### src/rtl/core/pse_pkg.sv
`timescale 1ns / 1ps
`default_nettype none

package pse_pkg;

  localparam int unsigned STACK_DEPTH = 16;
  localparam int unsigned DATA_W      = 32;
  localparam int unsigned DEPTH_W     = 5;
  localparam int unsigned STATUS_W    = 2;
  localparam int unsigned OP_W        = 2;

  typedef enum logic [STATUS_W-1:0] {
    ST_OK    = 2'd0,
    ST_UNDER = 2'd1,
    ST_OVER  = 2'd2,
    ST_DIVZ  = 2'd3
  } status_e;

  typedef enum logic [OP_W-1:0] {
    OP_ADD = 2'd0,
    OP_SUB = 2'd1,
    OP_MUL = 2'd2,
    OP_DIV = 2'd3
  } op_e;

  typedef enum logic {
    ACT_PUSH = 1'b0,
    ACT_OPER = 1'b1
  } action_e;

  typedef enum logic [2:0] {
    S_IDLE   = 3'd0,
    S_DECODE = 3'd1,
    S_READ   = 3'd2,
    S_DIV    = 3'd3,
    S_WRITE  = 3'd4,
    S_RESP   = 3'd5
  } state_e;

  // controller to datapath
  typedef struct packed {
    logic    latch;
    logic    push;
    logic    rd;
    logic    alu;
    logic    div_start;
    logic    div_take;
    logic    pop_write;
    logic    set_status;
    status_e status;
    logic    emit;
  } cmd_t;

  // datapath to controller
  typedef struct packed {
    action_e action;
    op_e     op;
    logic    full;
    logic    lt2;
    logic    top_zero;
    logic    div_done;
    logic    out_busy;
  } stat_t;

endpackage

`default_nettype wire

### src/rtl/core/pse_in_if.sv
`timescale 1ns / 1ps
`default_nettype none

interface pse_in_if;
  logic                                valid;
  logic                                ready;
  logic                                action;
  logic signed [pse_pkg::DATA_W-1:0]   token_value;
  logic        [pse_pkg::OP_W-1:0]     operator_code;

  modport source (output valid, action, token_value, operator_code, input ready);
  modport sink   (input valid, action, token_value, operator_code, output ready);
endinterface

`default_nettype wire

### src/rtl/core/pse_out_if.sv
`timescale 1ns / 1ps
`default_nettype none

interface pse_out_if;
  logic                                valid;
  logic                                ready;
  logic signed [pse_pkg::DATA_W-1:0]   top_value;
  logic signed [pse_pkg::DATA_W-1:0]   bottom_value;
  logic        [pse_pkg::DEPTH_W-1:0]  depth;
  logic        [pse_pkg::STATUS_W-1:0] status;

  modport source (output valid, top_value, bottom_value, depth, status, input ready);
  modport sink   (input valid, top_value, bottom_value, depth, status, output ready);
endinterface

`default_nettype wire

### src/rtl/core/pse_div.sv
`timescale 1ns / 1ps
`default_nettype none

// unsigned restoring divider, one quotient bit per cycle
module pse_div (
  input  wire logic                        clk_i,
  input  wire logic                        rst_ni,
  input  wire logic                        start_i,
  input  wire logic [pse_pkg::DATA_W-1:0]  dividend_i,
  input  wire logic [pse_pkg::DATA_W-1:0]  divisor_i,
  output logic                             done_o,
  output logic      [pse_pkg::DATA_W-1:0]  quotient_o
);

  localparam int unsigned W   = pse_pkg::DATA_W;
  localparam int unsigned CW  = $clog2(W + 1);

  logic          busy_q, busy_d;
  logic          done_q, done_d;
  logic [CW-1:0] cnt_q, cnt_d;
  logic [W-1:0]  rem_q, rem_d;
  logic [W-1:0]  quo_q, quo_d;
  logic [W-1:0]  div_q, div_d;

  logic [W:0]    rem_shift;
  logic [W+1:0]  diff;

  always_comb begin
    rem_shift = {rem_q, quo_q[W-1]};
    diff      = {1'b0, rem_shift} - {2'b00, div_q};
    busy_d    = busy_q;
    done_d    = 1'b0;
    cnt_d     = cnt_q;
    rem_d     = rem_q;
    quo_d     = quo_q;
    div_d     = div_q;
    if (start_i) begin
      busy_d = 1'b1;
      cnt_d  = CW'(W);
      rem_d  = '0;
      quo_d  = dividend_i;
      div_d  = divisor_i;
    end else if (busy_q) begin
      // trial subtract, keep it when no borrow
      if (!diff[W+1]) begin
        rem_d = diff[W-1:0];
      end else begin
        rem_d = rem_shift[W-1:0];
      end
      quo_d = {quo_q[W-2:0], ~diff[W+1]};
      cnt_d = cnt_q - CW'(1);
      if (cnt_q == CW'(1)) begin
        busy_d = 1'b0;
        done_d = 1'b1;
      end
    end
  end

  always_ff @(posedge clk_i or negedge rst_ni) begin
    if (!rst_ni) begin
      busy_q <= 1'b0;
      done_q <= 1'b0;
      cnt_q  <= '0;
    end else begin
      busy_q <= busy_d;
      done_q <= done_d;
      cnt_q  <= cnt_d;
    end
  end

  always_ff @(posedge clk_i) begin
    rem_q <= rem_d;
    quo_q <= quo_d;
    div_q <= div_d;
  end

  assign done_o     = done_q;
  assign quotient_o = quo_q;

endmodule

`default_nettype wire

### src/rtl/core/pse_ctrl.sv
`timescale 1ns / 1ps
`default_nettype none

module pse_ctrl (
  input  wire logic             clk_i,
  input  wire logic             rst_ni,
  input  wire logic             in_valid_i,
  output logic                  in_ready_o,
  input  wire pse_pkg::stat_t   stat_i,
  output pse_pkg::cmd_t         cmd_o
);

  pse_pkg::state_e state_q, state_d;

  always_ff @(posedge clk_i or negedge rst_ni) begin
    if (!rst_ni) begin
      state_q <= pse_pkg::S_IDLE;
    end else begin
      state_q <= state_d;
    end
  end

  always_comb begin
    state_d    = state_q;
    cmd_o      = '0;
    cmd_o.status = pse_pkg::ST_OK;
    in_ready_o = 1'b0;
    unique case (state_q)
      pse_pkg::S_IDLE: begin
        in_ready_o = 1'b1;
        if (in_valid_i) begin
          cmd_o.latch = 1'b1;
          state_d     = pse_pkg::S_DECODE;
        end
      end
      pse_pkg::S_DECODE: begin
        if (stat_i.action == pse_pkg::ACT_PUSH) begin
          if (stat_i.full) begin
            cmd_o.set_status = 1'b1;
            cmd_o.status     = pse_pkg::ST_OVER;
          end else begin
            cmd_o.push = 1'b1;
          end
          state_d = pse_pkg::S_RESP;
        end else if (stat_i.lt2) begin
          cmd_o.set_status = 1'b1;
          cmd_o.status     = pse_pkg::ST_UNDER;
          state_d          = pse_pkg::S_RESP;
        end else begin
          cmd_o.rd = 1'b1;
          state_d  = pse_pkg::S_READ;
        end
      end
      pse_pkg::S_READ: begin
        if (stat_i.op == pse_pkg::OP_DIV) begin
          if (stat_i.top_zero) begin
            cmd_o.set_status = 1'b1;
            cmd_o.status     = pse_pkg::ST_DIVZ;
            state_d          = pse_pkg::S_RESP;
          end else begin
            cmd_o.div_start = 1'b1;
            state_d         = pse_pkg::S_DIV;
          end
        end else begin
          cmd_o.alu = 1'b1;
          state_d   = pse_pkg::S_WRITE;
        end
      end
      pse_pkg::S_DIV: begin
        if (stat_i.div_done) begin
          cmd_o.div_take = 1'b1;
          state_d        = pse_pkg::S_WRITE;
        end
      end
      pse_pkg::S_WRITE: begin
        cmd_o.pop_write = 1'b1;
        state_d         = pse_pkg::S_RESP;
      end
      pse_pkg::S_RESP: begin
        if (!stat_i.out_busy) begin
          cmd_o.emit = 1'b1;
          state_d    = pse_pkg::S_IDLE;
        end
      end
      default: begin
        state_d = pse_pkg::S_IDLE;
      end
    endcase
  end

endmodule

`default_nettype wire

### src/rtl/core/pse_datapath.sv
`timescale 1ns / 1ps
`default_nettype none

module pse_datapath #(
  parameter int unsigned StackDepth = pse_pkg::STACK_DEPTH
) (
  input  wire logic                               clk_i,
  input  wire logic                               rst_ni,
  input  wire pse_pkg::cmd_t                      cmd_i,
  output pse_pkg::stat_t                          stat_o,
  input  wire logic                               action_i,
  input  wire logic signed [pse_pkg::DATA_W-1:0]  token_value_i,
  input  wire logic        [pse_pkg::OP_W-1:0]    operator_code_i,
  output logic                                    out_valid_o,
  input  wire logic                               out_ready_i,
  output logic signed [pse_pkg::DATA_W-1:0]       top_value_o,
  output logic signed [pse_pkg::DATA_W-1:0]       bottom_value_o,
  output logic        [pse_pkg::DEPTH_W-1:0]      depth_o,
  output logic        [pse_pkg::STATUS_W-1:0]     status_o
);

  localparam int unsigned W   = pse_pkg::DATA_W;
  localparam int unsigned AW  = $clog2(StackDepth);
  localparam int unsigned CNT = $clog2(StackDepth + 1);

  logic [W-1:0] mem [StackDepth];

  logic [CNT-1:0]          count_q;
  logic [W-1:0]            top_q;
  logic [W-1:0]            bottom_q;
  logic [W-1:0]            rd_q;
  logic [W-1:0]            res_q;
  logic [W-1:0]            value_q;
  pse_pkg::action_e        action_q;
  pse_pkg::op_e            op_q;
  pse_pkg::status_e        status_q;
  logic                    neg_q;
  logic                    out_valid_q;
  logic [W-1:0]            out_top_q;
  logic [W-1:0]            out_bottom_q;
  logic [pse_pkg::DEPTH_W-1:0] out_depth_q;
  pse_pkg::status_e        out_status_q;

  logic [CNT-1:0] second_idx;
  logic [W-1:0]   alu_res;
  logic [W-1:0]   y_mag;
  logic [W-1:0]   x_mag;
  logic           div_done;
  logic [W-1:0]   quo;
  logic [W-1:0]   prod;

  assign second_idx = count_q - CNT'(2);
  assign prod       = W'(top_q * rd_q);

  always_comb begin
    unique case (op_q)
      pse_pkg::OP_ADD: alu_res = top_q + rd_q;
      pse_pkg::OP_SUB: alu_res = rd_q - top_q;
      pse_pkg::OP_MUL: alu_res = prod;
      default:         alu_res = '0;
    endcase
    y_mag = rd_q[W-1]  ? (~rd_q + W'(1))  : rd_q;
    x_mag = top_q[W-1] ? (~top_q + W'(1)) : top_q;
  end

  pse_div u_div (
    .clk_i      (clk_i),
    .rst_ni     (rst_ni),
    .start_i    (cmd_i.div_start),
    .dividend_i (y_mag),
    .divisor_i  (x_mag),
    .done_o     (div_done),
    .quotient_o (quo)
  );

  // stack memory, one write port and one registered read port
  always_ff @(posedge clk_i) begin
    if (cmd_i.push) begin
      mem[count_q[AW-1:0]] <= value_q;
    end else if (cmd_i.pop_write) begin
      mem[second_idx[AW-1:0]] <= res_q;
    end
    if (cmd_i.rd) begin
      rd_q <= mem[second_idx[AW-1:0]];
    end
  end

  always_ff @(posedge clk_i or negedge rst_ni) begin
    if (!rst_ni) begin
      count_q     <= '0;
      status_q    <= pse_pkg::ST_OK;
      out_valid_q <= 1'b0;
    end else begin
      if (cmd_i.latch) begin
        status_q <= pse_pkg::ST_OK;
      end else if (cmd_i.set_status) begin
        status_q <= cmd_i.status;
      end
      if (cmd_i.push) begin
        count_q <= count_q + CNT'(1);
      end else if (cmd_i.pop_write) begin
        count_q <= count_q - CNT'(1);
      end
      if (cmd_i.emit) begin
        out_valid_q <= 1'b1;
      end else if (out_ready_i) begin
        out_valid_q <= 1'b0;
      end
    end
  end

  always_ff @(posedge clk_i) begin
    if (cmd_i.latch) begin
      action_q <= pse_pkg::action_e'(action_i);
      op_q     <= pse_pkg::op_e'(operator_code_i);
      value_q  <= token_value_i;
    end
    if (cmd_i.div_start) begin
      neg_q <= rd_q[W-1] ^ top_q[W-1];
    end
    if (cmd_i.alu) begin
      res_q <= alu_res;
    end else if (cmd_i.div_take) begin
      res_q <= neg_q ? (~quo + W'(1)) : quo;
    end
    if (cmd_i.push) begin
      top_q <= value_q;
      if (count_q == '0) begin
        bottom_q <= value_q;
      end
    end else if (cmd_i.pop_write) begin
      top_q <= res_q;
      if (second_idx == '0) begin
        bottom_q <= res_q;
      end
    end
    if (cmd_i.emit) begin
      out_top_q    <= (count_q == '0) ? '0 : top_q;
      out_bottom_q <= (count_q == '0) ? '0 : bottom_q;
      out_depth_q  <= pse_pkg::DEPTH_W'(count_q);
      out_status_q <= status_q;
    end
  end

  always_comb begin
    stat_o.action   = action_q;
    stat_o.op       = op_q;
    stat_o.full     = (count_q == CNT'(StackDepth));
    stat_o.lt2      = (count_q < CNT'(2));
    stat_o.top_zero = (top_q == '0);
    stat_o.div_done = div_done;
    stat_o.out_busy = out_valid_q && !out_ready_i;
  end

  assign out_valid_o    = out_valid_q;
  assign top_value_o    = out_top_q;
  assign bottom_value_o = out_bottom_q;
  assign depth_o        = out_depth_q;
  assign status_o       = out_status_q;

endmodule

`default_nettype wire

### src/rtl/core/postfix_stack_evaluator.sv
// sequence: push, overflow and underflow go decode then respond; divide by zero
//   adds the operand read; add, subtract and multiply read, execute and write back;
//   divide reads, runs the 32-step divider loop and writes back; one token is taken
//   at a time, the next only after the result has entered the output register
// reset: asynchronous active-low rst_ni empties the stack and drops any
//   pending result; stack memory contents are left as they were
`timescale 1ns / 1ps
`default_nettype none

module postfix_stack_evaluator #(
  parameter int unsigned StackDepth = pse_pkg::STACK_DEPTH
) (
  input  wire logic  clk_i,
  input  wire logic  rst_ni,
  pse_in_if.sink     in_i,
  pse_out_if.source  out_o
);

  // command and status between sequencer and datapath
  pse_pkg::cmd_t  cmd;
  pse_pkg::stat_t stat;

  // sequencer: accept, decode, operand read, execute or divide, write back, respond
  pse_ctrl u_ctrl (
    .clk_i      (clk_i),
    .rst_ni     (rst_ni),
    .in_valid_i (in_i.valid),
    .in_ready_o (in_i.ready),
    .stat_i     (stat),
    .cmd_o      (cmd)
  );

  // datapath: stack memory with cached top and bottom entries, alu,
  // iterative divider and the output register that decouples the result side
  pse_datapath #(
    .StackDepth (StackDepth)
  ) u_datapath (
    .clk_i           (clk_i),
    .rst_ni          (rst_ni),
    .cmd_i           (cmd),
    .stat_o          (stat),
    .action_i        (in_i.action),
    .token_value_i   (in_i.token_value),
    .operator_code_i (in_i.operator_code),
    .out_valid_o     (out_o.valid),
    .out_ready_i     (out_o.ready),
    .top_value_o     (out_o.top_value),
    .bottom_value_o  (out_o.bottom_value),
    .depth_o         (out_o.depth),
    .status_o        (out_o.status)
  );

endmodule

`default_nettype wire
### src/flat_wrapper.sv
// flat-port wrapper written by rule: the top's interface ports become plain ports
module postfix_stack_evaluator_flat 
#(
  parameter int unsigned StackDepth = pse_pkg::STACK_DEPTH
)
  (clk_i, rst_ni, in_i_valid, in_i_action, in_i_token_value, in_i_operator_code, in_i_ready, out_o_valid, out_o_top_value, out_o_bottom_value, out_o_depth, out_o_status, out_o_ready);
  pse_in_if in_i_i ();
  pse_out_if out_o_i ();
  input  wire logic clk_i;
  input  wire logic rst_ni;
  input wire logic [$bits(in_i_i.valid)-1:0] in_i_valid;
  input wire logic [$bits(in_i_i.action)-1:0] in_i_action;
  input wire logic [$bits(in_i_i.token_value)-1:0] in_i_token_value;
  input wire logic [$bits(in_i_i.operator_code)-1:0] in_i_operator_code;
  output wire logic [$bits(in_i_i.ready)-1:0] in_i_ready;
  output wire logic [$bits(out_o_i.valid)-1:0] out_o_valid;
  output wire logic [$bits(out_o_i.top_value)-1:0] out_o_top_value;
  output wire logic [$bits(out_o_i.bottom_value)-1:0] out_o_bottom_value;
  output wire logic [$bits(out_o_i.depth)-1:0] out_o_depth;
  output wire logic [$bits(out_o_i.status)-1:0] out_o_status;
  input wire logic [$bits(out_o_i.ready)-1:0] out_o_ready;
  assign in_i_i.valid = in_i_valid;
  assign in_i_i.action = in_i_action;
  assign in_i_i.token_value = in_i_token_value;
  assign in_i_i.operator_code = in_i_operator_code;
  assign in_i_ready = in_i_i.ready;
  assign out_o_valid = out_o_i.valid;
  assign out_o_top_value = out_o_i.top_value;
  assign out_o_bottom_value = out_o_i.bottom_value;
  assign out_o_depth = out_o_i.depth;
  assign out_o_status = out_o_i.status;
  assign out_o_i.ready = out_o_ready;
  postfix_stack_evaluator #(.StackDepth(StackDepth)) u_core (.clk_i(clk_i), .rst_ni(rst_ni), .in_i(in_i_i), .out_o(out_o_i));
endmodule
### config.mk
export PLATFORM = sky130hd
export DESIGN_NAME = postfix_stack_evaluator_flat
export DESIGN_NICKNAME = d
export VERILOG_FILES = /design/src/rtl/core/pse_pkg.sv /design/src/rtl/core/pse_in_if.sv /design/src/rtl/core/pse_out_if.sv /design/src/rtl/core/pse_div.sv /design/src/rtl/core/pse_ctrl.sv /design/src/rtl/core/pse_datapath.sv /design/src/rtl/core/postfix_stack_evaluator.sv /design/src/flat_wrapper.sv
export SDC_FILE = /design/constraint.sdc
export NUM_CORES = 2
export LEC_CHECK = 0
export BUFFER_PORTS_ARGS = -buffer_cell sky130_fd_sc_hd__clkbuf_2
export CAP_MARGIN = 5
export CORE_ASPECT_RATIO = 0.8
export CORE_MARGIN = 2
export CORE_UTILIZATION = 35
export DETAILED_ROUTE_END_ITERATION = 6
export GPL_TIMING_DRIVEN = 0
export MAX_ROUTING_LAYER = met4
export PLACE_DENSITY = 0.6
export SETUP_SLACK_MARGIN = 0.4
export SYNTH_ARGS = -nofsm -noshare
export SYNTH_HDL_FRONTEND = slang
export SYNTH_SLANG_ARGS = --single-unit
### constraint.sdc
create_clock -name clk_i -period 8.2 [get_ports clk_i]
set_input_delay 0.41 -clock clk_i [delete_from_list [all_inputs] [get_ports clk_i]]
set_output_delay 0.41 -clock clk_i [all_outputs]
set_load 0.02 [all_outputs]
==> results.yml <==
min_path:
  holdCritStartpoint: "in_i_token_value[29]"
  hold_depth: 1
  min_to: "u_core.u_datapath.value_q[29]"
  hp-class: "primary input to flop"
yosys:
  yosys.area_share.simple_pct: 11.0
  syn_area_per_cell_sq_um: 12.6
  ys_ff_latch: 862
  ys.flop_type: "edfxtp_1"
  synth.area.mux_share_pct: 7.59
  seq_area_frac_synth_pct: 47.0
  synth_edf_count: 811
  synth.largest_area_cell: "edfxtp_1"
  synth_top_area_share_pct: 44.9
  synth_area_leaders: "edfxtp_1, fa_1, mux4_2"
  synth_xor_area_share_pct: 4.09
  synth_area_sq_um: 54200
  synth_top_family_by_area: "adder cells"
  synth_adder_area_share_pct: 19.7
  synth_cells: 4320
  synth_compound_area_share_pct: 5.88
  async_reset_ff_share_pct: 2.20
  synth_nets: 4966
  ys_types: 76
  yosysWarnings: 0
worst_setup_path:
  rrSetupSlack_ps: 220
  critPathSlowestCell: "fa_2"
  cp-start-kind: "flop"
  critPathTopFamily: "adder cells"
  cp.arrival_ps: 8440
  cp_max_fo: 10
  regToRegStartpoint: "u_core.u_datapath.rd_q[3]"
  endpoint_kind: "flop"
  path_buf_inv: 4
  worstSetupPathType: "flop to flop"
  slowest_delay_ps: 640
  required_ps: 8660
  cp_cell_sequence: "buf_8 -> clkbuf_16 -> and2_1 -> fa_1 -> inv_2 -> fa_2 -> fa_2 -> fa_1 -> inv_1 -> fa_1 -> fa_2 -> fa_1 -> fa_2 -> ha_4 -> nand2_2 -> o21ai_2 -> or3_1 -> or4_4 -> nand4_1 -> a21bo_2 -> mux2i_4 -> o221ai_2 -> a21o_1"
  r2r_cells: 23
  r2r_end: "u_core.u_datapath.res_q[30]"
sta:
  final_max_slew_viol_count: 4
  grt_setup_unrepaired: "yes"
  tightestPinTransition_ps: 1520
  hold_viol: 0
  setup_viol: 0
  period_needed_ps: 7980
  clock.fmax_ghz: 0.125
  fin_worst_skew_ps: 38.2
  min_period_over_period_pct: 97.4
  relSlewSlack_pct: -1.98
detailed_routing:
  final_antenna_net_count: 0
  drtIter0Drc: 4873
  via_per_inst: 5.47
  wl_per_cell_um: 27.0
  wl_um: 183000
  drc: 0
  vias: 36900
  dr.pass1.iters: 6
grt:
  grt_max_degree: 36
  grt-ovfl-total: 0
  antenna_found_initial: 5
  grt_util_all_layers_pct: 23.8
  grt_pass1_vias: 35500
  grt_pass1_wl_um: 261000
floorplanning:
  num_rows: 129
  pin_count: 112
  start_util_pct: 35.1
  core_sq_um: 154000
  die_h_um: 356
  die_w_um: 444
  dieArea_sq_um: 158000
clock_network:
  cts.sinks: 862
  clockBufferDepth: 3
  htree_levels: 3
  cts_tree: "yes"
  clk_pin_slew_ps: 70
  cts_made_buffers: 84
  clk_latency_ps: 720
  cts-root-buf: "clkbuf_16"
outcome:
  violations: "max-capacitance violations, max-slew violations"
  outcome: "finished with violations"
placed_design:
  portBuffers: 111
  dpl.hpwl_um: 135000
  dp.cells: 6492
  globalplace.congestion: 0.963
  dpl-instance-area_sq_um: 58100
final_layout:
  fin_nets: 5300
  nFillCells: 14400
  mostFrequentLayoutCell: "edfxtp_1"
  drive_above_1_share_pct: 16.2
  area_growth_pct: 16.0
  fin_cells: 6756
  mostFrequentLayoutCells: "edfxtp_1, nand2_1, inv_1"
  fin_area_sq_um: 62900
job:
  cap_violations: 1
worst reg2reg max path: stages, from the launching register on:
cell and delay [ps]:
edfxtp_1 540, buf_8 210, clkbuf_16 170, and2_1 160, fa_1 500, inv_2 60
fa_2 610, fa_2 500, fa_1 540, inv_1 50, fa_1 460, fa_2 590
fa_1 480, fa_2 640, ha_4 230, nand2_2 70, o21ai_2 80, or3_1 330
or4_4 430, nand4_1 220, a21bo_2 240, mux2i_4 320, o221ai_2 120, a21o_1 190
repair_timing:
item | 4_1_cts | 5_1_grt
hold endpoints to repair | 51 | 2
setup endpoints to repair | 19 | 10
gates cloned | 1 | 0
pin swaps | 16 | 38
hold buffers | 33 | 2
gates resized for setup | 290 | 109
setup buffers | 40 | 29
stage by stage:
stage               util [%]  TNS [ps]  setup slack, ps  hold WS (ps)
floorplan                  -         0              814           114
global placement        37.2    -10360            -1470           459
detailed placement      37.7    -10180            -1480           469
CTS                     40.4         0              234          1.16
global route            40.8         0              207          4.72
finish                  40.8         0              216          77.0
worst max path at each step:
stage	slack [ps]	depth (start not counted)	startpoint	endpoint
finish	220	23	u_core.u_datapath.rd_q[3]	u_core.u_datapath.res_q[30]
global route	210	24	u_core.u_datapath.rd_q[3]	u_core.u_datapath.res_q[30]
CTS	230	24	u_core.u_datapath.rd_q[5]	u_core.u_datapath.res_q[30]
detailed placement	-1480	24	u_core.u_datapath.top_q[16]	u_core.u_datapath.res_q[30]
global placement	-1470	22	u_core.u_datapath.top_q[16]	u_core.u_datapath.res_q[30]
floorplan	810	24	u_core.u_datapath.top_q[16]	u_core.u_datapath.res_q[30]
cell usage after synthesis, types with 5 or more instances:
cell      count
nand3_1      29
o31ai_1      43
edfxtp_1    811
o21bai_1      5
or2_2         9
a211o_1       6
nor3_1       35
o21ai_0     147
dfxtp_1      32
o21a_1       28
nor4_1        9
o22ai_1      13
or4_1        12
nand2_1     486
nor2_1      119
buf_1        28
nand4_1       5
ha_1        196
xnor2_1     141
dfrtp_1      19
or3_1        25
mux2i_1      13
and2_1      313
xor2_1      112
a21o_1       30
a221oi_1      8
a21boi_0      5
o211ai_1     10
clkbuf_1    215
nand3b_1      8
nand2b_1     32
a31oi_1      21
mux4_2      160
mux2_2       34
a21oi_1     126
a211oi_1     12
nor2b_1      80
inv_1       442
nor3b_1       7
fa_1        411
o41ai_1       6
and3_1       10
logic make-up after synthesis:
kind of cell / Yosys count
AOI/OAI and AO/OA: 510
xor gates and xnor gates: 253
adders and majority gates: 607
buffers and inverters: 687
DFF: 862
muxes: 207
and+or+nand+nor: 1194
state kept, by name, indices dropped and copies added (netlist names), 5 cells and up:
register                            flops
u_core.u_datapath.u_div.quotient_o     32
u_core.u_datapath.value_q              32
u_core.u_datapath.u_div.cnt_q           6
u_core.u_datapath.bottom_q             32
u_core.u_datapath.top_value_o          32
u_core.u_datapath.depth_o               5
u_core.u_datapath.top_q                32
u_core.u_datapath.rd_q                 32
u_core.u_datapath.count_q               5
u_core.u_datapath.res_q                32
u_core.u_datapath.u_div.rem_q          32
u_core.u_datapath.mem                 512
u_core.u_datapath.bottom_value_o       32
u_core.u_datapath.u_div.div_q          32
area by class of cell:
cell class / instances / area, sq um / area share [%]
multi-input cells: 2771 / 26700 / 42.4
flip-flops and latches: 862 / 25500 / 40.5
well taps: 2030 / 2540 / 4.04
clock buffers: 112 / 2290 / 3.64
repair buffers: 248 / 2090 / 3.32
plain buffers: 245 / 1670 / 2.66
inverters: 442 / 1660 / 2.64
clock inverters: 42 / 487 / 0.774
diodes: 4 / 10.0 / 0.0159
layer usage:
metal	track usage (%)	up-vias	share of wire, %
li1	-	15600	-
met1	36.0	19000	46
met2	31.6	2066	40
met3	5.21	269	11
met4	6.67	0	3.1
met5	-	-	0
Power is not shown: default switching activity piles up to over one toggle a cycle in this logic, so the estimate is an artifact.
